File: config.mk
export PLATFORM = sky130hd
export DESIGN_NAME = mufx_csr
export DESIGN_NICKNAME = d
export VERILOG_FILES = /design/src/rtl/mufx_pkg.sv /design/src/rtl/mufx_csr.sv
export SDC_FILE = /design/constraint.sdc
export NUM_CORES = 1
export LEC_CHECK = 0
export BUFFER_PORTS_ARGS = -buffer_cell sky130_fd_sc_hd__buf_4
export CAP_MARGIN = 10
export CORE_UTILIZATION = 35
export DETAILED_ROUTE_END_ITERATION = 10
export GPL_ROUTABILITY_DRIVEN = 0
export PLACE_DENSITY = 0.72
export SLEW_MARGIN = 20
export SYNTH_ARGS = -nofsm -noshare
export SYNTH_HDL_FRONTEND = slang
export SYNTH_SLANG_ARGS = --single-unit
File: constraint.sdc
create_clock -name clock -period 1.6 [get_ports clock]
set_clock_uncertainty 0.05 [all_clocks]
set_input_delay 0.32 -clock clock [delete_from_list [all_inputs] [get_ports clock]]
set_output_delay 0.32 -clock clock [all_outputs]
set_load 0.05 [all_outputs]
File: src/rtl/mufx_pkg.sv
package mufx_pkg;

   // pipeline depth from input register to output register
   localparam int PIPE_DEPTH = 8;

   // stage positions in the load vector
   localparam int STG_IN   = 0;  // sums, differences, normal
   localparam int STG_X1R  = 1;  // first cross products, raw
   localparam int STG_X1   = 2;  // first cross products, rounded
   localparam int STG_SCR  = 3;  // coefficient products, raw
   localparam int STG_SC   = 4;  // averages and scaled jumps
   localparam int STG_X2R  = 5;  // normal cross scaled jump, raw
   localparam int STG_X2   = 6;  // penalty terms, rounded
   localparam int STG_OUT  = 7;  // final flux

   localparam int NUM_COEF     = 6;
   localparam int CSR_IDX_BITS = 3;

   typedef enum logic [CSR_IDX_BITS-1:0] {
      COEF_EX = 3'd0,
      COEF_EY = 3'd1,
      COEF_EZ = 3'd2,
      COEF_HX = 3'd3,
      COEF_HY = 3'd4,
      COEF_HZ = 3'd5
   } coef_idx_type;

   // handshake control handed from the pipeline controller to the datapath
   typedef struct packed {
      logic [PIPE_DEPTH-1:0] load;
      logic                  in_ready;
      logic                  out_valid;
   } pipe_ctl_type;

endpackage

File: src/rtl/mufx_csr.sv
// Material coefficient registers, one write beat per cycle.
module mufx_csr #(
   parameter int WORD_BITS = 16,
   parameter int FRAC_BITS = 12
) (
   input  logic                                         clock,
   input  logic                                         reset,
   input  logic                                         csr_valid,
   output logic                                         csr_ready,
   input  logic [mufx_pkg::CSR_IDX_BITS-1:0]            csr_index,
   input  logic [WORD_BITS-1:0]                         csr_wdata,
   output logic [mufx_pkg::NUM_COEF*WORD_BITS-1:0]      coef_vec
);

   localparam int W = WORD_BITS;
   localparam logic [W-1:0] COEF_ONE = W'(1) << FRAC_BITS;

   logic [W-1:0] coef_ff [mufx_pkg::NUM_COEF];

   assign csr_ready = 1'b1;

   // writes to unknown indexes are dropped
   always_ff @(posedge clock) begin
      if (reset) begin
         for (int i = 0; i < mufx_pkg::NUM_COEF; i++) begin
            coef_ff[i] <= COEF_ONE;
         end
      end else if (csr_valid) begin
         unique case (mufx_pkg::coef_idx_type'(csr_index))
            mufx_pkg::COEF_EX: coef_ff[0] <= csr_wdata;
            mufx_pkg::COEF_EY: coef_ff[1] <= csr_wdata;
            mufx_pkg::COEF_EZ: coef_ff[2] <= csr_wdata;
            mufx_pkg::COEF_HX: coef_ff[3] <= csr_wdata;
            mufx_pkg::COEF_HY: coef_ff[4] <= csr_wdata;
            mufx_pkg::COEF_HZ: coef_ff[5] <= csr_wdata;
            default: ;
         endcase
      end
   end

   always_comb begin
      for (int i = 0; i < mufx_pkg::NUM_COEF; i++) begin
         coef_vec[i*W +: W] = coef_ff[i];
      end
   end

endmodule

==> impl_metrics.ini <==
[timing]
finalSetupViolations = 0
max_slew_margin = 0.543
whs_ps = 222
finalCritPeriodShare = 0.860
grt_setup_unrepaired = no
tightest_slew_ps = 685
setup-tns-final_ps = 0
period_minus_slack_ps = 1380
slew_violations = 0
final-hold-violation-count = 0
max_freq_mhz = 726

[grt]
grt_max_degree = 33
overflow = 0
grt_pass1_vias = 2346
antenna_found_initial = 0
grtUsageTotal = 0.157
grt_pass1_wl_microns = 12800

[worst_hold_path]
hp-class = input pin to flop

[cts]
holdBufCountCts = 0
numCtsBuffers = 9
clockBufferDepth = 2
cts_sinks = 96
htreeDepth = 3
cts_tree = built
cts-root-buf = clkbuf_8
cts.repair.resized = 0
post-cts-setup-buffers = 0
clk_pin_slew_worst_paths_ps = 90

[detailed_routing]
drt_iter0_markers = 154
drc = 0
viasPerCell = 4.86
routedWlPerCell_microns = 17.4
drt_wl_total_microns = 8810
dr.pass1.iters = 4
detail-route-antenna-nets = 0
num_vias = 2455

[floorplan]
io_pins = 119
num_rows = 37
die_w_microns = 106
core_area_sq_um = 10400
die-area_sq_um = 11300
die_h_microns = 106
start_util = 0.366

[outcome]
outcome = complete, no violations

[synthesis]
post_synth.cell_area_avg_sq_um = 15.6
ys_ff_latch = 96
synth_area_sq_um = 3810
synth_warnings = 0
synth.net_count = 266
synth_top_area_frac = 0.757
yosysUniqueCellTypes = 22
synth_top_area_cell = edfxtp_1
ys_seq_area_frac = 0.757
syn_inst = 244
yosys-top-cells-area = edfxtp_1 76%, and3_1 4.9%, nor2_1 4.9%, nand4bb_1 4.4%, buf_6 2.1%

[critical_path]
max_stage_delay_ps = 430
worstPathArrival_ps = 1010
path_max_fanout = 1
crit_path_cell_trace = buf_4
critPathKind = flop to primary output
end_kind = primary output
cp_num_buf_inv = 1
cp_top_family = flip-flops
start_kind = flop
slowest_stage = edfxtp_1
required_ps = 1230

[cells_and_area]
largestRegisters = coef_ff x96
regMostFlops = coef_ff
drive_gt1_frac = 0.439
insertedDiodeCount = 0
fillCellCount = 927
area_growth_pct = 33.4
largest_register_ffs = 96
nets = 386
layout_common_cells = 124 x buf_4, 96 x edfxtp_1, 50 x nor2_1, 30 x and3_1, 15 x nand4bb_1
final_common_cell = buf_4

[pwr]
powerDensity_nw_per_um2 = 1150
leakage_nw = 2.04
peakVddDrop_mv = 0.524

[place]
port_buffers = 117
hpwl_microns = 6360

[flow_run]
timing.max_cap.violations = 0
[cells by family after synthesis]
logic type             Yosys count  share of synthesized area
AO/OA/AOI/OAI                    6                     0.0128
buffers and inverters           20                     0.0394
flip-flops                      96                      0.757
other                            1                   0.000984
AND/OR/NAND/NOR                121                      0.190
[cell type report]
type,count,area (sq um),share of cell area
clock buffer,9,124,0.0244
clock inverter,7,93.8,0.0185
multi-input combinational,128,779,0.153
sequential,96,2880,0.567
tap,136,170,0.0335
timing repair buffer,129,1030,0.203
[synth_stat cells]
| library cell | instances |
|---|---|
| nor2_4 | 1 |
| clkbuf_2 | 2 |
| nor2_1 | 50 |
| a21o_1 | 3 |
| nand2b_1 | 2 |
| nor2b_1 | 3 |
| conb_1 | 1 |
| nand2_1 | 4 |
| buf_2 | 7 |
| and3b_2 | 1 |
| nand4bb_1 | 15 |
| edfxtp_1 | 96 |
| nand3b_1 | 2 |
| nor2_2 | 10 |
| buf_6 | 7 |
| nand3_1 | 1 |
| nor4b_4 | 1 |
| clkbuf_1 | 1 |
| and3_1 | 30 |
| buf_4 | 3 |
| or2_1 | 1 |
| a31o_2 | 3 |
[per-stage QoR]
stage               setup WS [ps]  cell area (sq um)  utilization  total power, mW  std cells
finish                        223               5080        0.488             5.87        505
global route                  189               5080        0.488             6.03        505
CTS                           204               5080        0.488             5.90        505
detailed placement           97.7               4860        0.467             4.20        489
global placement              141               4860        0.467             4.19        489
floorplan                    35.9               3810            -             3.81        244
[worst paths after layout]
| path | start | to | slack [ps] | cells past startpoint |
|---|---|---|---|---|
| max | coef_ff[1][12] | coef_vec[28] | 220 | 1 |
| min | csr_wdata[12] | coef_ff[4][12] | 220 | 2 |
[report_power, final]
group / internal [mW] / switching [mW]
clock network: 0.883 / 0.847
logic: 0.318 / 0.831
registers: 2.93 / 0.0589
total: 4.13 / 1.74
[per-layer routing]
| layer | part of all wire | vias up | track usage | wire, microns |
|---|---|---|---|---|
| met5 | 0 | - | 0 | 0 |
| met4 | 0.025 | 0 | 0.0843 | 224 |
| met3 | 0.076 | 19 | 0.0325 | 673 |
| met2 | 0.50 | 125 | 0.257 | 4380 |
| met1 | 0.40 | 1182 | 0.194 | 3530 |
| li1 | - | 1129 | - | - |
(Power assumes the default switching activity.)
