[src/rtl/mufx_rndsat.sv]
// Round half up by SH bits, then clamp to a signed OW-bit range.
module mufx_rndsat #(
   parameter int IW = 34,
   parameter int SH = 12,
   parameter int OW = 23
) (
   input  logic signed [IW-1:0] din,
   output logic signed [OW-1:0] dout
);

   localparam int QW = IW - SH + 1;
   localparam int CW = (QW > OW) ? QW : OW;
   localparam logic signed [IW:0]   HALF = (IW+1)'(1) << (SH-1);
   localparam logic signed [CW-1:0] SMAX = CW'({1'b0, {(OW-1){1'b1}}});
   localparam logic signed [CW-1:0] SMIN = ~SMAX;

   logic signed [IW:0]   biased;
   logic signed [QW-1:0] quo;
   logic signed [CW-1:0] quo_ext;

   // bias, arithmetic shift, saturate
   always_comb begin
      biased  = (IW+1)'(din) + HALF;
      quo     = biased[IW:SH];
      quo_ext = CW'(quo);
      if (quo_ext > SMAX) begin
         dout = SMAX[OW-1:0];
      end else if (quo_ext < SMIN) begin
         dout = SMIN[OW-1:0];
      end else begin
         dout = quo_ext[OW-1:0];
      end
   end

endmodule

[src/rtl/mufx_cross.sv]
// Two-stage cross product a x b: raw products, then round and saturate.
module mufx_cross #(
   parameter int AW = 16,
   parameter int BW = 17,
   parameter int SH = 12,
   parameter int OW = 23
) (
   input  logic              clock,
   input  logic              load_raw,
   input  logic              load_out,
   input  logic [3*AW-1:0]   a_vec,
   input  logic [3*BW-1:0]   b_vec,
   output logic [3*OW-1:0]   c_vec
);

   localparam int RW = AW + BW + 1;

   logic signed [AW-1:0] a [3];
   logic signed [BW-1:0] b [3];
   logic signed [RW-1:0] raw_in [3];
   logic signed [RW-1:0] raw_ff [3];
   logic signed [OW-1:0] c_in [3];
   logic [3*OW-1:0]      c_ff;

   always_comb begin
      for (int k = 0; k < 3; k++) begin
         a[k] = a_vec[k*AW +: AW];
         b[k] = b_vec[k*BW +: BW];
      end
      raw_in[0] = a[1] * b[2] - a[2] * b[1];
      raw_in[1] = a[2] * b[0] - a[0] * b[2];
      raw_in[2] = a[0] * b[1] - a[1] * b[0];
   end

   always_ff @(posedge clock) begin
      if (load_raw) begin
         raw_ff <= raw_in;
      end
   end

   for (genvar k = 0; k < 3; k++) begin : g_rnd
      mufx_rndsat #(.IW(RW), .SH(SH), .OW(OW)) u_rndsat (
         .din  (raw_ff[k]),
         .dout (c_in[k])
      );
   end

   always_ff @(posedge clock) begin
      if (load_out) begin
         for (int k = 0; k < 3; k++) begin
            c_ff[k*OW +: OW] <= c_in[k];
         end
      end
   end

   assign c_vec = c_ff;

endmodule

[config.mk]
export PLATFORM = sky130hd
export DESIGN_NAME = mufx_cross
export DESIGN_NICKNAME = d
export VERILOG_FILES = /design/src/rtl/mufx_rndsat.sv /design/src/rtl/mufx_cross.sv
export SDC_FILE = /design/constraint.sdc
export NUM_CORES = 2
export LEC_CHECK = 0
export ABC_AREA = 0
export BUFFER_PORTS_ARGS = -buffer_cell sky130_fd_sc_hd__clkbuf_2
export CAP_MARGIN = 20
export CORE_MARGIN = 5
export CORE_UTILIZATION = 45
export CTS_BUF_LIST = sky130_fd_sc_hd__clkbuf_4
export CTS_CLUSTER_SIZE = 12
export DETAILED_ROUTE_END_ITERATION = 10
export GPL_ROUTABILITY_DRIVEN = 0
export PLACE_DENSITY = 0.72
export SETUP_SLACK_MARGIN = 0.3
export SYNTH_ARGS = -nofsm -noshare
export SYNTH_HDL_FRONTEND = slang
export SYNTH_SLANG_ARGS = --single-unit
export TNS_END_PERCENT = 30
[constraint.sdc]
create_clock -name clock -period 15.73 [get_ports clock]
set_input_delay 1.573 -clock clock [delete_from_list [all_inputs] [get_ports clock]]
set_output_delay 1.573 -clock clock [all_outputs]
set_load 0.02 [all_outputs]
==> results.md <==
- Slew HR: 22.6%
- Library cells used by synthesis: 59
- Initial DRT Pass Iterations: 5
- Clock Latency Late Sink: 0.93 ns
- Async set-reset flop share out of synthesis: 0%
- Share of cells above drive strength 1: 4.08%
- Root Buffer: clkbuf_4
- Initial antenna violation count: 18
- Hold WC Path Type: flop to flop
- Die W: 400 um
- Final Routed Wirelength: 174000 um
- Setup TNS: 0 ns
- Max incr delay on CP: 0.73 ns
- Count of final setup violators: 0
- Synthesis Warnings: 0
- Nets@finish: 9420
- Cell mode on critical path: fa_1
- TritonCTS clock tree: yes
- Clk sinks: 138
- Initial Util: 45.1%
- Min Clock Period, post-route: 9.14 ns
- Largest net degree at the start of global routing: 45
- Mapped Nets: 9465
- Maximum fanout along the worst path: 34
- H-tree Lvls: 4
- Vias in the first global route: 52500
- Cell count after synthesis: 7023
- Fin. max-slew vios: 0
- Post-Syn Area: 68400 um^2
- CP endpoint kind: flop
- Most common flop cell mapped by yosys: edfxtp_1
- Post-detailed-route count of antenna-violating nets: 0
- Fmax: 0.109 GHz
- WP buf/inv: 5
- Wire length per cell: 19.3 um
- Critical Path, Cell by Cell: clkbuf_2, nand2_1, inv_1, fa_1, inv_1, fa_1, inv_1, fa_1, fa_1, inv_1, fa_1, fa_1, fa_1, fa_1, ha_1, nand4_1, a211oi_1, o211ai_1, a311oi_1, and4_1, nor3_1
- Startpoint types: input port
- Residual DRC count: 0
- Area grow syn2layout: 4.59%
- Outcome: completed
- WS Path Type: input port to flop
- Layout Skew: 0.0734 ns
- Overall Global Routing Usage: 23.2%
- Clk slew on worst S/H paths: 0.18 ns
- DP Worst Slack: 5.82 ns
- Core area: 152000 um^2
- TritonCTS Buffers: 17
- Max cap viols: 0
- WP data required: 16.39 ns
- CTS resizes: 0
- Setup bufs post-CTS: 0
- Syn avg cell area: 9.74 um^2
- Num ports: 171
- Worst-Margin Slew: 1.16 ns
- FP Rows: 143
- RSZ-0062 raised after global routing: no
- DP HPWL: 135000 um
- Sequential share of the synthesized area: 6.06%
- Overflow after GRT: 0
- Post-CTS Hold Fix Bufs: 0
- Setup ws final: 6.59 ns
- First-pass GRT wire length: 286000 um
- Via density: 5.03
- Number of synthesized flops with an enable pin: 138
- Top delay family on crit path: adder cells
- Final worst path period share: 58.1%
- Yosys reg bits: 138
- Die Ht: 400 um
- Vias: 45500
- Hold Fails Final Rpt: 0
- Maximum buffer depth of the clock tree: 2
- CP max-delay cell: a211oi_1
- Initial DRC Count: 2612
- CP arrival: 9.80 ns
- Port Buffers: 170
- Die Footprint: 160000 um^2
-- final cells by class --
type	count	area [um^2]
Inverter	2054	7710
Multi-Input combinational cell	4527	55400
Clock buffer	17	128
Clock inverter	15	184
Tap cell	2030	2540
Fill cell	14100	80000
Antenna cell	13	32.5
Sequential cell	138	4140
Timing Repair Buffer	240	1400
-- through the flow --
| stage | cells | hold slack (ns) | util, % | instance area (um^2) |
|---|---|---|---|---|
| after floorplan | 7023 | 0.541 | - | 68400 |
| after global placement | 8987 | 0.571 | 46.9 | 71100 |
| after detailed placement | 8987 | 0.574 | 46.9 | 71100 |
| after CTS | 9019 | 0.593 | 47.1 | 71400 |
| after global routing | 9028 | 0.605 | 47.2 | 71500 |
| final | 9034 | 0.586 | 47.2 | 71500 |
-- placed cells by master (no fill, tap or decap), types with 24 or more instances in the layout --
master and instances:
nand2_1 746, clkbuf_2 168, and2_1 834, ha_1 483, nand3_1 39, xor2_1 46, nand2b_1 44, inv_1 2053
fa_1 1857, xnor2_1 144, a21o_1 24, nor2_1 88, nor2b_1 28, a21oi_1 44, buf_4 70, edfxtp_1 138
-- worst register-to-register path, delay by kind of cell, from the launching register on --
| kind | cells | cell delay (ns) |
|---|---|---|
| xor+xnor | 1 | 0.15 |
| flops | 1 | 0.65 |
| simple gates | 5 | 1.20 |
-- state kept, by name (all words and copies together) (netlist names) --
signal  flops
c_vec      69
raw_ff     69
-- path summary, 6_finish.rpt --
kind	startpoint	endpoint	slack, ns	cells after the start
max reg2reg	raw_ff[54]$_DFFE_PP_	c_vec[43]$_SDFFCE_PN1P_	13.45	6
min reg2reg	raw_ff[26]$_DFFE_PP_	c_vec[60]$_SDFFCE_PN1P_	0.59	1
min	raw_ff[26]$_DFFE_PP_	c_vec[60]$_SDFFCE_PN1P_	0.59	1
max	a_vec[1]	raw_ff[67]$_DFFE_PP_	6.59	21
-- synth_stat cells (4+ instances only) --
cell type	number	area, um^2
and4_1	7	61.3
o21bai_1	6	45.0
clkbuf_1	300	1130
nor2_1	88	330
nor3_1	15	75.1
a21oi_1	44	220
and3_1	17	106
and2_1	834	5220
fa_1	1857	37200
a21o_1	24	180
nor2b_1	28	175
xor2_1	46	403
a31oi_1	5	31.3
ha_1	483	6040
o21a_1	12	90.1
nand2_1	746	2800
o21ai_0	6	30.0
edfxtp_1	138	4140
xnor2_1	144	1260
nand4_1	19	119
nand2b_1	44	275
o21ai_1	12	60.1
nand3_1	39	195
o211ai_1	4	30.0
inv_1	2053	7710
-- routing by layer --
layer | part of all wire [%] | GRT usage (%) | up-vias
li1 | - | - | 19700
met4 | 4.2 | 8.86 | 12
met3 | 7.0 | 4.38 | 258
met2 | 49 | 38.7 | 1571
met5 | 0.043 | 0 | -
met1 | 40 | 30.3 | 24000
-- logic make-up after synthesis --
family                   after synthesis  share of synthesized area, %
AND/OR/NAND/NOR                     1852                          13.9
multiplexers                           1                        0.0146
XOR/XNOR                             190                          2.43
flip-flops                           138                          6.06
AO/OA/AOI/OAI                        144                          1.47
adder cells (fa/ha/maj)             2340                          63.2
buffers and inverters               2358                          12.9
Power is left out: the tool's default activity adds up to more than one toggle a clock period on the data nets, which glitch-free logic cannot reach.
