$ cat src/rtl/mufx_rndsat.sv
// Round half up by SH bits, then clamp to a signed OW-bit range.
module mufx_rndsat #(
   parameter int IW = 34,
   parameter int SH = 12,
   parameter int OW = 23
) (
   input  logic signed [IW-1:0] din,
   output logic signed [OW-1:0] dout
);

   localparam int QW = IW - SH + 1;
   localparam int CW = (QW > OW) ? QW : OW;
   localparam logic signed [IW:0]   HALF = (IW+1)'(1) << (SH-1);
   localparam logic signed [CW-1:0] SMAX = CW'({1'b0, {(OW-1){1'b1}}});
   localparam logic signed [CW-1:0] SMIN = ~SMAX;

   logic signed [IW:0]   biased;
   logic signed [QW-1:0] quo;
   logic signed [CW-1:0] quo_ext;

   // bias, arithmetic shift, saturate
   always_comb begin
      biased  = (IW+1)'(din) + HALF;
      quo     = biased[IW:SH];
      quo_ext = CW'(quo);
      if (quo_ext > SMAX) begin
         dout = SMAX[OW-1:0];
      end else if (quo_ext < SMIN) begin
         dout = SMIN[OW-1:0];
      end else begin
         dout = quo_ext[OW-1:0];
      end
   end

endmodule

$ cat src/rtl/mufx_scale.sv
// Two-stage per-component coefficient scale: product, then round and saturate.
module mufx_scale #(
   parameter int W  = 16,
   parameter int TW = 23,
   parameter int SH = 13,
   parameter int OW = 26
) (
   input  logic              clock,
   input  logic              load_raw,
   input  logic              load_out,
   input  logic [3*W-1:0]    coef_vec,
   input  logic [3*TW-1:0]   t_vec,
   output logic [3*OW-1:0]   s_vec
);

   localparam int PW = W + TW;

   logic signed [W-1:0]  c [3];
   logic signed [TW-1:0] t [3];
   logic signed [PW-1:0] prod_in [3];
   logic signed [PW-1:0] prod_ff [3];
   logic signed [OW-1:0] s_in [3];
   logic [3*OW-1:0]      s_ff;

   always_comb begin
      for (int k = 0; k < 3; k++) begin
         c[k]       = coef_vec[k*W +: W];
         t[k]       = t_vec[k*TW +: TW];
         prod_in[k] = c[k] * t[k];
      end
   end

   always_ff @(posedge clock) begin
      if (load_raw) begin
         prod_ff <= prod_in;
      end
   end

   for (genvar k = 0; k < 3; k++) begin : g_rnd
      mufx_rndsat #(.IW(PW), .SH(SH), .OW(OW)) u_rndsat (
         .din  (prod_ff[k]),
         .dout (s_in[k])
      );
   end

   always_ff @(posedge clock) begin
      if (load_out) begin
         for (int k = 0; k < 3; k++) begin
            s_ff[k*OW +: OW] <= s_in[k];
         end
      end
   end

   assign s_vec = s_ff;

endmodule

$ cat config.mk
export PLATFORM = sky130hd
export DESIGN_NAME = mufx_scale
export DESIGN_NICKNAME = d
export VERILOG_FILES = /design/src/rtl/mufx_rndsat.sv /design/src/rtl/mufx_scale.sv
export SDC_FILE = /design/constraint.sdc
export NUM_CORES = 2
export LEC_CHECK = 0
export BUFFER_PORTS_ARGS = -buffer_cell sky130_fd_sc_hd__buf_2
export CAP_MARGIN = 20
export CORE_MARGIN = 3
export CORE_UTILIZATION = 59
export CTS_CLUSTER_SIZE = 40
export DETAILED_ROUTE_END_ITERATION = 7
export GPL_TIMING_DRIVEN = 0
export MAX_ROUTING_LAYER = met4
export PLACE_DENSITY = 0.8
export SLEW_MARGIN = 25
export SYNTH_ARGS = -nofsm -noshare
export SYNTH_HDL_FRONTEND = slang
export SYNTH_SLANG_ARGS = --single-unit
$ cat constraint.sdc
create_clock -name clock -period 7.4 [get_ports clock]
set_input_delay 1.85 -clock clock [delete_from_list [all_inputs] [get_ports clock]]
set_output_delay 1.85 -clock clock [all_outputs]
set_load 0.005 [all_outputs]
==> results.txt <==
The flow ran to the end, but the final reports show violations. The checks that failed: negative setup slack. The width of the chip is 282 um.

The floorplan has 100 rows. For this block, the routed nets add up to 128,000 um of wire. The share of the Yosys chip area taken by registers is 10.6%. The synthesis-to-finish area growth came out at 16.7%. The first detailed-routing pass took 6 iterations. The worst setup path is of the primary input to register kind. The worst setup path is launched from a primary input. The wire length of the first global-routing pass is 200,000 um. The initial antenna violation count came to 2. Leaving out fill and tap cells, the most frequent cell in the layout is sky130_fd_sc_hd__inv_1. The total CTS buffers is 17.

The area of the mapped netlist is 45,100 um^2. The sum of overflow across all layers after global routing came out at 0. The number of buffers added to fix hold violations after cts came out at 0.

Dividing the detail-routed wire length by the instance count gives 20.9 um. The count of cell types in the netlist is 67. The cell with the largest stage delay on the worst path is sky130_fd_sc_hd__fa_2. The number of vias in the routed layout came out at 34,500.

The normalized max-slew margin is 40.0%. The insertion delay of the later-clocked pin in the worst-skew pair is 0.46 ns. The count of input and output buffers is 197.

The count of buffering cells on the critical path with inverters included is 7. The number of max-capacitance violations reported came out at 0. The TritonCTS clock tree is yes. The count of clock tree sinks is 159. Data arrives at the worst endpoint at 7.95 ns. The total of fill cells in the finished design came out at 5,248. The maximum number of pins on one net before global-route repair came out at 71. Setup repair after global routing could not meet its margin everywhere. The overall die area is 79,700 um^2. The final worst hold slack is 0.593 ns. For this block, the initial DRC count from the detailed router was 2,729.

In this run the worst hold path is classified as register to register. The synthesized netlist cell count came out at 4,762. Static timing analysis puts the maximum clock frequency at 130 MHz. The clock skew is 0.0153 ns. The number of setup violations in the final report is 27. STA puts the critical path data required time at 7.63 ns. The deepest level of the CTS H-tree came out at 4.

Counting I/O delays and the setup requirement, the final critical path takes 7.72 ns. The library cells used most frequently in the layout, excluding fill and tap cells, are sky130_fd_sc_hd__inv_1 (1,223), sky130_fd_sc_hd__fa_1 (1,040), sky130_fd_sc_hd__nand2_1 (681), sky130_fd_sc_hd__and2_1 (409), sky130_fd_sc_hd__ha_1 (248). By instance count, the cell type seen most on the critical path is sky130_fd_sc_hd__fa_1. In the post-route analysis, the smallest setup slack over all paths is -0.318 ns. The number of DRC violations after detailed routing is 0. Traced cell by cell, the critical path runs through buf_2 > nand2b_1 > fa_2 > fa_1 > inv_2 > fa_1 > fa_1 > fa_1 > inv_2 > fa_1 > inv_2 > ha_4 > buf_4 > and4_4 > nand4_1 > o211ai_1 > buf_4 > a211oi_4 > buf_6 > o21ai_4 > a41oi_4 > a21oi_4 > a21oi_4 > xnor2_4. The fraction of final layout cells sized beyond drive strength 1 came out at 15.4%.

The placement-stage worst setup slack came out at -1.98 ns. The highest net fanout along the worst path came out at 7. The final worst-path cycle share is 104%. After clock tree synthesis, the clock-pin slew on the worst setup and hold paths is 0.07 ns. The die span in y came out at 282 um.

The net count after synthesis is 6,241. The slew at the pin closest to its max-slew limit came out at 0.897 ns. The worst stage delay on the critical path is 0.57 ns.

The multi-input gate area in the final layout came out at 36,200 um^2. The async set or reset register ratio after synthesis is 0%. The number of flops mapped to enable cells by yosys is 159.

In this run the register-to-register setup slack is 3.56 ns. The boundary pin count came out at 198. The most used flip-flop cell after synthesis is sky130_fd_sc_hd__edfxtp_1. The initial standard-cell utilization of the core is 60.0%. The count of final max-slew check failures is 0. The worst setup path is captured at a register. The via count of the first global-routing pass is 37,100. The total of warnings raised by yosys came out at 0. In the final layout, flip-flops and latches occupy 4770 um^2.

The final weighted congestion of routability-driven global placement is 1.02. In this run the clock root is driven by a sky130_fd_sc_hd__clkbuf_16. The estimated wirelength of the detail-placed design is 101,000 um. The area after detailed placement is 47,700 um^2.

The final standard cell area without fillers came out at 52,600 um^2. The number of routed nets with antenna violations came out at 0. No sink is reached through more buffers than the 2 on the longest clock path.

Dividing the detail-routed via count by the number of cells gives 5.62. The top cell family by delay on the critical path is adder cells. The placeable core region is 75,100 um^2. For this run, the post-layout net count is 6,631. The total instance count after detailed placement is 5,930. The mean instance size in the synthesized netlist came out at 9.46 um^2. The total routing resource utilization after global routing is 33.9%.

The synthesized flop and latch total came out at 159. The post-route non-filler standard cell count came out at 6,135. The number of hold-slack violations in the final timing report is 0.
-- final cells by class --
class                   instances  area share (%)
multi-input cells            3182            68.9
flip-flops and latches        159            9.08
inverters                    1250            8.95
repair buffers                375            5.69
plain buffers                 167            4.00
well taps                     969            2.31
clock buffers                  18           0.816
clock inverters                14           0.283
diodes                          1         0.00476
-- stage by stage --
stage | TNS [ns] | util (%)
detailed placement | -63.12 | 63.6
finish | -3.05 | 70.0
global route | -7.95 | 70.0
CTS | -2.37 | 68.1
global placement | -59.09 | 63.5
floorplan | -0.0800 | -
-- cells by family after synthesis --
family	after synthesis	share of synthesized area, %
buffers and inverters	1421	11.8
and+or+nand+nor	1401	14.9
adders and majority gates	1359	55.7
AOI/OAI and AO/OA	251	3.60
xor gates and xnor gates	171	3.32
DFF	159	10.6
-- Yosys cell counts, drive strengths merged, types with 6 or more instances --
library cell	instances	area (um^2)
nand3	41	205
xor2	73	639
nor3	13	65.1
fa	1077	21600
o211ai	6	45.0
o21a	11	82.6
clkbuf	168	631
nand4	14	87.6
o21bai	9	67.6
and2	431	2700
xnor2	98	858
o21ai	79	399
nor2b	14	87.6
nor2	102	383
nand2b	32	200
inv	1248	4680
a21o	27	204
a31oi	8	50.1
and4	8	72.6
a21oi	65	333
a211oi	11	87.6
edfxtp	159	4770
nand2	701	2630
and3	37	243
ha	282	3530
-- metal layers --
metal | GRT usage, % | wire length, um | up-vias
li1 | - | - | 14600
met1 | 43.1 | 47300 | 17400
met2 | 53.2 | 60800 | 1897
met3 | 6.97 | 13000 | 533
met4 | 14.9 | 7450 | 0
met5 | - | 0 | -
-- timing repair --
| action | in CTS | in global routing |
|---|---|---|
| resized for setup | 504 | 303 |
| pin swaps | 87 | 117 |
| buffers inserted | 111 | 62 |
| cloned | 2 | 2 |
| setup endpoints to repair | 61 | 47 |
-- registers in the layout (all words and copies together) (netlist names) --
signal,flops
s_vec,78
prod_ff,81
-- worst reg2reg max path: cells and delay by family (launching register included) --
kind	cells	cell delay [ns]
DFF	1	0.59
AOI/OAI and AO/OA	1	0.52
and+or+nand+nor	7	2.03
buffers and inverters	1	0.41
-- worst paths after layout --
check              startpoint          end  depth (start not counted)
setup reg to reg  prod_ff[92]     s_vec[9]                          9
hold / removal    prod_ff[65]    s_vec[39]                          2
hold reg to reg   prod_ff[65]    s_vec[39]                          2
setup / recovery    t_vec[46]  prod_ff[38]                         24
Power is not shown: default switching activity piles up to over one toggle a cycle in this logic, so the estimate is an artifact.
