--- src/rtl/mufx_pkg.sv ---
package mufx_pkg;

   // pipeline depth from input register to output register
   localparam int PIPE_DEPTH = 8;

   // stage positions in the load vector
   localparam int STG_IN   = 0;  // sums, differences, normal
   localparam int STG_X1R  = 1;  // first cross products, raw
   localparam int STG_X1   = 2;  // first cross products, rounded
   localparam int STG_SCR  = 3;  // coefficient products, raw
   localparam int STG_SC   = 4;  // averages and scaled jumps
   localparam int STG_X2R  = 5;  // normal cross scaled jump, raw
   localparam int STG_X2   = 6;  // penalty terms, rounded
   localparam int STG_OUT  = 7;  // final flux

   localparam int NUM_COEF     = 6;
   localparam int CSR_IDX_BITS = 3;

   typedef enum logic [CSR_IDX_BITS-1:0] {
      COEF_EX = 3'd0,
      COEF_EY = 3'd1,
      COEF_EZ = 3'd2,
      COEF_HX = 3'd3,
      COEF_HY = 3'd4,
      COEF_HZ = 3'd5
   } coef_idx_type;

   // handshake control handed from the pipeline controller to the datapath
   typedef struct packed {
      logic [PIPE_DEPTH-1:0] load;
      logic                  in_ready;
      logic                  out_valid;
   } pipe_ctl_type;

endpackage

--- src/rtl/mufx_pipe_ctl.sv ---
// Valid bits and per-stage ready chain; bubbles collapse under a stall.
module mufx_pipe_ctl (
   input  logic                    clock,
   input  logic                    reset,
   input  logic                    in_valid,
   input  logic                    out_ready,
   output mufx_pkg::pipe_ctl_type  ctl
);

   localparam int D = mufx_pkg::PIPE_DEPTH;

   logic [D-1:0] vld_ff;
   logic [D-1:0] vld_in;
   logic [D-1:0] rdy;

   // a stage may load when it is empty or its content moves on
   always_comb begin
      rdy[D-1] = !vld_ff[D-1] || out_ready;
      for (int i = D-2; i >= 0; i--) begin
         rdy[i] = !vld_ff[i] || rdy[i+1];
      end
      vld_in[0] = rdy[0] ? in_valid : vld_ff[0];
      for (int i = 1; i < D; i++) begin
         vld_in[i] = rdy[i] ? vld_ff[i-1] : vld_ff[i];
      end
   end

   always_ff @(posedge clock) begin
      if (reset) begin
         vld_ff <= '0;
      end else begin
         vld_ff <= vld_in;
      end
   end

   always_comb begin
      ctl.load      = rdy;
      ctl.in_ready  = rdy[0];
      ctl.out_valid = vld_ff[D-1];
   end

endmodule

--- config.mk ---
export PLATFORM = sky130hd
export DESIGN_NAME = mufx_pipe_ctl
export DESIGN_NICKNAME = d
export VERILOG_FILES = /design/src/rtl/mufx_pkg.sv /design/src/rtl/mufx_pipe_ctl.sv
export SDC_FILE = /design/constraint.sdc
export NUM_CORES = 1
export LEC_CHECK = 0
export BUFFER_PORTS_ARGS = -buffer_cell sky130_fd_sc_hd__buf_2
export CAP_MARGIN = 10
export CORE_AREA = 2 2 39 41
export CTS_CLUSTER_DIAMETER = 150
export CTS_CLUSTER_SIZE = 28
export DETAILED_ROUTE_END_ITERATION = 7
export DIE_AREA = 0 0 41 43
export GPL_TIMING_DRIVEN = 0
export PLACE_DENSITY = 0.5
export SYNTH_ARGS = -nofsm -noshare
export SYNTH_HDL_FRONTEND = slang
export SYNTH_SLANG_ARGS = --single-unit
--- constraint.sdc ---
create_clock -name clock -period 1.2 [get_ports clock]
set_clock_uncertainty 0.1 [all_clocks]
set_input_delay 0.18 -clock clock [delete_from_list [all_inputs] [get_ports clock]]
set_output_delay 0.18 -clock clock [all_outputs]
set_load 0.02 [all_outputs]
==> results.md, run 1 <==
* Worst Setup Start Kind: register
* Synth top area share at 46.55%
* Post-layout util at 42.04%
* Peak supply drop at 0.3572 mV
* FMAX at 0.6415 GHz
* Hold Vio Cnt, Final at 0
* Hold depth at 3
* Root Buffer: clkbuf_4
* Die area at 0.001763 sq mm
* Slew Viols, Final at 0
* PnR worst setup slack at -0.3588 ns
* CP Class: register to output port
* Vias in the first global route at 299
* CTS H-tree lvls at 1
* CP Cell Sequence: and3_4, and2_4, nand3_4, buf_6, buf_6
* CP Capture Type: output port
* Measured slew at the worst slew-check pin at 0.2477 ns
* Die Wd at 41 um
* Area Overhead vs Synth at 69.09%
* Initial Util at 24.86%
* CP Max Fanout at 5
* Non-Filler Instances at 77
* Top_reg_cell synth: dfxtp_1
* Post-route ant nets at 0
* CP max-delay cell: dfxtp_4
* Worst path bufs/invs at 2
* CTS Buf Count at 3
* Drt drc at 0
* # setup viols final at 12
* Cell Area, Synth at 344.1 sq um
* Clock sink count at 8
* Multi-input logic area at 170.2 sq um
* N_diodes at 0
* GPL Wtd Cong at 0.6467
* All-Layer GR Usage at 9.859%
* Failing checks: negative setup slack
* Nets at 67
* DP HPWL at 443.7 um
* Pin count of the biggest net entering global routing at 9
* Die Height at 43 um
* Crit path largest cell delay at 0.37 ns
* Grt ovf at 0
* Total Routed Length at 726 um
* Max Root-Sink Buffers at 2
* # fillers at 153
* Vias at 338
* Drt first pass iters at 2
* Cells after synthesis at 40
* Largest register FFs at 8
* Top Family by Delay on Critical Path: simple AND/OR/NAND/NOR gates
* CTS clk-pin slew, worst paths at 0.05 ns
* Leak pwr at 0.2383 nW
* Reg2reg start: vld_ff[7]$_SDFFE_PP0P_
* Max_slew headroom at 83.47%
* Hold_ws at 0.04362 ns
* Required time of the critical path at 0.92 ns
* Max-cap violations at 0
* Pwr Density at 846.5 mW/mm^2
* Hold Path End: vld_ff[0]$_SDFFE_PP0P_
* RR Endpoint: vld_ff[6]$_SDFFE_PP0P_
* Num rows at 14
* CTS tree: done
* First-pass GRT wire length at 1145 um
* IO buf count at 12
* Register name with the most flops: vld_ff
* Initial antenna violation count at 0
* Worst hold path type: input port to register
* Period minus WS final at 1.559 ns
* Unrepaired setup endpoints after global routing: yes
* Worst r2r path cells at 7
* Synth area leader: dfxtp_1
* Pwr Total at 0.4925 mW
* Placed Cells at 68
* Layout cells sized above 1 at 67.21%
* Top-level I/O count at 14
* Top Registers: vld_ff: 8 flops
* Fin crit share at 129.9%
* Register area at 168.9 sq um
* Critical Path AT at 1.28 ns
* Via density per instance at 4.390
* Number of flops mapped to enable cells by yosys at 0
* Net Count, Synth at 44
* Core Region at 0.001384 sq mm
* Mean post-synth cell area at 8.602 sq um
* Netlist cell types at 17
* Worst reg-to-reg setup slack at -0.11 ns
* Seq/Total Area, Yosys at 46.55%
* Wire per inst at 9.429 um
* Area contributors post-synth: dfxtp_1 (47%), nor2_1 (9.8%), nand3_4 (5.1%)
* Status: finished with violations
* Synth async-reset ratio at 0%
* DR iter-0 viols at 2
* Min-delay src: in_valid
* Synthesis warning total at 0
* Post-CTS Hold Fix Bufs at 0
* Worst path most repeated cell: buf_6
* Skew-Pair Late Insertion Delay at 0.25 ns
* Seq cells post-synth at 8
## layer usage
layer / part of all wire, % / track usage, %
met4: 1.2 / 10.00
met5: 0 / 0
met2: 50 / 13.75
met1: 43 / 11.65
met3: 5.4 / 1.571
## where the power goes
part | total, mW | internal [mW] | leakage, nW | switching (mW)
clock network | 0.198 | 0.114 | 0.0138 | 0.0840
registers | 0.276 | 0.269 | 0.0679 | 0.00675
logic | 0.0183 | 0.00853 | 0.157 | 0.00980
## worst reg2reg max path, stage by stage, from the launching register on
cell,delay (ns)
dfxtp_2,0.31
buf_4,0.12
buf_6,0.10
nor2b_4,0.13
buf_4,0.12
buf_4,0.12
a21oi_1,0.14
nor2_1,0.05
## metrics by stage
| stage | setup TNS, ns | area [sq um] | setup slack, ns |
|---|---|---|---|
| after floorplan | -0.1552 | 362.8 | -0.1427 |
| after CTS | -3.061 | 571.8 | -0.4179 |
| after detailed placement | -0.6789 | 442.9 | -0.2622 |
| after global placement | -0.6784 | 442.9 | -0.2619 |
| after global routing | -3.449 | 581.8 | -0.4313 |
| final | -2.657 | 581.8 | -0.3588 |
## worst max path at each step
stage          cells past startpoint              startpoint      to
4_1_cts                            6  vld_ff[7]$_SDFFE_PP0P_  ctl[2]
3_5_place_dp                       7               out_ready  ctl[2]
3_3_place_gp                       7               out_ready  ctl[2]
2_1_floorplan                      5  vld_ff[6]$_SDFFE_PP0P_  ctl[2]
6_report                           5  vld_ff[4]$_SDFFE_PP0P_  ctl[2]
5_1_grt                            5  vld_ff[5]$_SDFFE_PP0P_  ctl[2]
## synth_stat cells (2+ instances only)
library cell  number
a21oi_1            3
nor2_1             9
inv_1              4
nand2_1            3
buf_4              2
dfxtp_1            8
## layout by cell type, fill, tap and decap left out
cell      instances
buf_4            10
nor2_2            1
clkbuf_2          1
and2_4            1
clkbuf_4          3
nand2_1           1
nor2_1            8
nand2_2           2
nand3_4           2
a21oi_2           1
nor2b_4           1
buf_2             3
a21oi_1           3
dfxtp_2           4
buf_6             8
a41oi_1           1
dfxtp_4           1
inv_2             2
a31oi_1           1
and4b_1           1
dfxtp_1           3
inv_1             2
and3_4            1
## layout make-up
| class | instances | share of cell area (%) |
|---|---|---|
| inverters | 4 | 2.581 |
| plain buffers | 3 | 4.086 |
| flip-flops and latches | 8 | 29.03 |
| clock buffers | 3 | 3.871 |
| well taps | 16 | 3.441 |
| multi-input cells | 24 | 29.25 |
| repair buffers | 19 | 27.74 |
## what timing repair did
item | in CTS | in global routing
setup buffers | 6 | 1
resized for setup | 23 | 5
setup endpoints to repair | 9 | 17
pin swaps | 3 | 1
## logic make-up (layout without fill, tap and decap cells)
logic type / Yosys count / after routing / share of synthesized area, %
AO/OA/AOI/OAI: 6 / 6 / 11.27
buffers and inverters: 8 / 29 / 13.45
flip-flops: 8 / 8 / 46.54
AND/OR/NAND/NOR: 18 / 18 / 28.73
(Power assumes the default switching activity.)
==> run 2, diff against run 1 <==
Settings changed: REMOVE_ABC_BUFFERS set to 1.
==> results.md, run 2 (synthesis gave the netlist of run 1 again) <==
* Vias in the first global route at 311
* Leak pwr at 0.2411 nW
* Worst Setup Start Kind: register
* Wire per inst at 9.355 um
* Max Root-Sink Buffers at 2
* Status: finished with violations
* Register name with the most flops: vld_ff
* Die area at 0.001763 sq mm
* Initial antenna violation count at 0
* Area Overhead vs Synth at 74.91%
* Post-route ant nets at 0
* Num rows at 14
* N_diodes at 0
* Vias at 331
* Clock sink count at 8
* Required time of the critical path at 0.92 ns
* Core Region at 0.001384 sq mm
* Fin crit share at 124.7%
* CP Max Fanout at 3
* Via density per instance at 4.355
* Reg2reg start: vld_ff[6]$_SDFFE_PP0P_
* Nets at 66
* Most common library cell in the layout ignoring fill and taps: buf_6
* Placed Cells at 65
* Layout cells sized above 1 at 68.33%
* Min-delay src: in_valid
* Period minus WS final at 1.496 ns
* Max_slew headroom at 85.86%
* CTS H-tree lvls at 1
* Hold Vio Cnt, Final at 0
* Drt drc at 0
* Worst hold path type: input port to register
* CP Capture Type: output port
* # setup viols final at 11
* CP startpoint: vld_ff[6]$_SDFFE_PP0P_
* DR iter-0 viols at 3
* CTS clk-pin slew, worst paths at 0.05 ns
* Initial Util at 24.86%
* Peak supply drop at 0.3732 mV
* Die Height at 43 um
* Failing checks: negative setup slack
* CTS Buf Count at 3
* CTS tree: done
* Max-cap violations at 0
* Total placed instance area at 397.9 sq um
* Grt ovf at 0
* Total Routed Length at 711 um
* Non-Filler Instances at 76
* Skew-Pair Late Insertion Delay at 0.25 ns
* Critical Path AT at 1.22 ns
* Drt first pass iters at 4
* Design area at 601.8 sq um
* DP HPWL at 469.2 um
* Measured slew at the worst slew-check pin at 0.2117 ns
* Pwr Density at 820.9 mW/mm^2
* CP Class: register to output port
* Setup TNS at -2.057 ns
* Most frequent cells in the layout: buf_6 (14), nor2_1 (9), buf_4 (4), dfxtp_2 (4)
* Post-CTS Hold Fix Bufs at 0
* First-pass GRT wire length at 1138 um
* Top Registers: vld_ff: 8 flops
* FMAX at 0.6682 GHz
* Hold_ws at 0.03671 ns
* Worst slack, placed at -0.3430 ns
* Unrepaired setup endpoints after global routing: yes
* Die Wd at 41 um
* PnR worst setup slack at -0.2965 ns
* Top-level I/O count at 14
* IO buf count at 13
* Largest register FFs at 8
* All-Layer GR Usage at 9.677%
* Pin count of the biggest net entering global routing at 9
* Root Buffer: clkbuf_4
* Slew Viols, Final at 0
* GPL Wtd Cong at 0.6290
[run 2: changes by cell type in the layout (fill, tap and decap cells not counted), sizes merged]
cell / delta
clkbuf: -1
[run 2: critical path: stages (launching register included)]
cell and delay [ns]:
dfxtp_2 0.32, and4b_2 0.26, and2_4 0.17, nand3_4 0.08
buf_6 0.14
[run 2: final timing paths]
kind | end | slack [ns] | depth (start not counted)
worst max register to register | vld_ff[0]$_SDFFE_PP0P_ | -0.06 | 5
worst max-delay path | ctl[1] | -0.30 | 4
worst min register to register | vld_ff[3]$_SDFFE_PP0P_ | 0.35 | 2
worst min-delay path | vld_ff[0]$_SDFFE_PP0P_ | 0.04 | 3
[run 2: metrics by stage]
step | total power, mW | util, %
after CTS | 0.5056 | 42.31
after global placement | 0.2977 | 28.75
after detailed placement | 0.2975 | 28.75
final | 0.4940 | 43.49
after global routing | 0.5269 | 43.49
after floorplan | 0.2869 | -
[run 2: what timing repair did]
item / 4_1_cts / 5_1_grt
resized for setup: 36 / 7
buffers inserted: 8 / 2
setup endpoints to repair: 11 / 16
pin swaps: 6 / 6
[run 2: cell type report]
type                            count  area, sq um
Fill cell                         144        782.0
Tap cell                           16        20.02
Sequential cell                     8        168.9
Clock buffer                        3        22.52
Multi-Input combinational cell     24        172.7
Timing Repair Buffer               21        202.7
Inverter                            4        15.01
[run 2: power by group]
part | switching (mW) | internal [mW] | total, mW
Combinational | 0.00979 | 0.00868 | 0.0185
Sequential | 0.00638 | 0.269 | 0.276
Clock | 0.0857 | 0.114 | 0.200
Total | 0.102 | 0.392 | 0.494
[run 2: layer usage]
| layer | GRT usage, % | vias up | share of wire [%] |
|---|---|---|---|
| met3 | 3.141 | 0 | 8.3 |
| li1 | - | 169 | - |
| met2 | 15.31 | 12 | 48 |
| met5 | 0 | - | 0 |
| met4 | 6.000 | 0 | 0 |
| met1 | 10.42 | 150 | 44 |
==> run 3, diff against run 2 <==
Settings changed: PLACE_DENSITY 0.5 to 0.48.
Clock period 1.2 ns to 1.4 ns, I/O delays scaled along.
==> results.md, run 3 (synthesis gave the netlist of run 1 again) <==
* CP Max Fanout at 3
* Largest register FFs at 8
* N_diodes at 0
* Worst r2r path cells at 6
* Area Overhead vs Synth at 57.09%
* Initial Util at 24.86%
* Vias at 317
* # fillers at 133
* Layout cells sized above 1 at 60.34%
* Reg2reg start: vld_ff[6]$_SDFFE_PP0P_
* Unrepaired setup endpoints after global routing: yes
* Worst hold path type: input port to register
* Max Root-Sink Buffers at 2
* Die Wd at 41 um
* Post-CTS Hold Fix Bufs at 0
* First-pass GRT wire length at 1221 um
* Worst Setup Start Kind: register
* Wire per inst at 10.28 um
* CTS clk-pin slew, worst paths at 0.05 ns
* Failing checks: negative setup slack
* Pin count of the biggest net entering global routing at 9
* CP Capture Type: output port
* Die Height at 43 um
* Max_slew headroom at 84.67%
* Non-Filler Instances at 74
* RR Endpoint: vld_ff[3]$_SDFFE_PP0P_
* Core Region at 0.001384 sq mm
* Worst reg-to-reg setup slack at 0.08 ns
* Hold_ws at 0.09602 ns
* All-Layer GR Usage at 11.39%
* Initial antenna violation count at 0
* Period minus WS final at 1.546 ns
* Clock sink count at 8
* Register name with the most flops: vld_ff
* GPL Wtd Cong at 0.7027
* Skew-Pair Late Insertion Delay at 0.25 ns
* Hold depth at 3
* Placed Cells at 65
* Post-route ant nets at 0
* Max-cap violations at 0
* Hold Path End: vld_ff[0]$_SDFFE_PP0P_
* DR iter-0 viols at 2
* CTS tree: done
* CTS H-tree lvls at 1
* Hold Vio Cnt, Final at 0
* Vias in the first global route at 292
* Worst slack, placed at -0.1778 ns
* Top Family by Delay on Critical Path: simple AND/OR/NAND/NOR gates
* Die area at 0.001763 sq mm
* FMAX at 0.6470 GHz
* Via density per instance at 4.284
* Slew Viols, Final at 0
* Crit path largest cell delay at 0.32 ns
* CP max-delay cell: dfxtp_2
* Fin crit share at 110.4%
* CTS Buf Count at 3
* Most common library cell in the layout ignoring fill and taps: nor2_1
* Measured slew at the worst slew-check pin at 0.2296 ns
* Critical Path AT at 1.24 ns
* Status: finished with violations
* IO buf count at 13
* # setup viols final at 7
* Pwr Density at 790.5 mW/mm^2
* Total Routed Length at 761 um
* Drt first pass iters at 3
* Min-delay src: in_valid
* Top Registers: vld_ff: 8 flops
* Top-level I/O count at 14
* CP Class: register to output port
* Most frequent cells in the layout: nor2_1 (9), buf_6 (8), buf_2 (6)
* Required time of the critical path at 1.09 ns
* Peak supply drop at 0.4136 mV
* Worst path bufs/invs at 1
* Drt drc at 0
* Leak pwr at 0.2154 nW
* Root Buffer: clkbuf_4
* Grt ovf at 0
* Nets at 64
* DP HPWL at 429.4 um
* Num rows at 14
* PnR worst setup slack at -0.1456 ns
* CP Cell Sequence: and4b_2, and2_4, nand3_4, buf_6
run 3: power by group:
part | internal (mW) | switching [mW] | total, mW
Clock | 0.0980 | 0.0764 | 0.174
Sequential | 0.233 | 0.00568 | 0.238
Combinational | 0.00663 | 0.00792 | 0.0146
Total | 0.337 | 0.0900 | 0.427
run 3: worst reg2reg max path, delay by kind of cell, from the launching register on:
family / cells / cell delay (ns)
AO/OA/AOI/OAI: 1 / 0.11
AND/OR/NAND/NOR: 2 / 0.33
flip-flops: 1 / 0.32
buffers and inverters: 3 / 0.38
run 3: cell type report:
cell class / count / area [sq um] / share of cell area [%]
Sequential cell: 8 / 166.4 / 30.79
Multi-Input combinational cell: 24 / 158.9 / 29.40
Timing Repair Buffer: 19 / 157.7 / 29.17
Clock buffer: 3 / 22.52 / 4.167
Tap cell: 16 / 20.02 / 3.704
Inverter: 4 / 15.01 / 2.778
run 3: per-stage QoR:
step           instance area, sq um  utilization [%]  TNS (ns)  power, mW
2_1_floorplan                 312.8                -   -0.6614     0.2459
3_3_place_gp                  397.9            28.75   -0.6062     0.2555
3_5_place_dp                  397.9            28.75   -0.5818     0.2550
4_1_cts                       530.5            38.34   -0.7780     0.4396
5_1_grt                       540.5            39.06    -1.130     0.4568
6_report                      540.5            39.06   -0.6804     0.4273
run 3: worst max path at each step:
stage | from | to | depth (start not counted) | slack, ns
5_1_grt | vld_ff[6]$_SDFFE_PP0P_ | ctl[1] | 4 | -0.21
3_5_place_dp | out_ready | ctl[2] | 5 | -0.18
4_1_cts | vld_ff[7]$_SDFFE_PP0P_ | ctl[2] | 4 | -0.15
2_1_floorplan | vld_ff[7]$_SDFFE_PP0P_ | ctl[1] | 3 | -0.27
6_report | vld_ff[6]$_SDFFE_PP0P_ | ctl[1] | 4 | -0.15
3_3_place_gp | out_ready | ctl[2] | 5 | -0.18
run 3: metal layers:
layer  vias to the layer above  global-route usage [%]  routed length, um
met5                         -                       0                  0
met1                       142                   11.07                332
met2                        10                   16.25                360
met3                         2                   7.853                 43
met4                         0                   8.000                 25
li1                        163                       -                  -
run 3: timing repair:
action / 4_1_cts / 5_1_grt
gates resized for setup: 25 / 1
setup endpoints to repair: 7 / 9
pin swaps: 3 / 2
setup buffers: 5 / 1
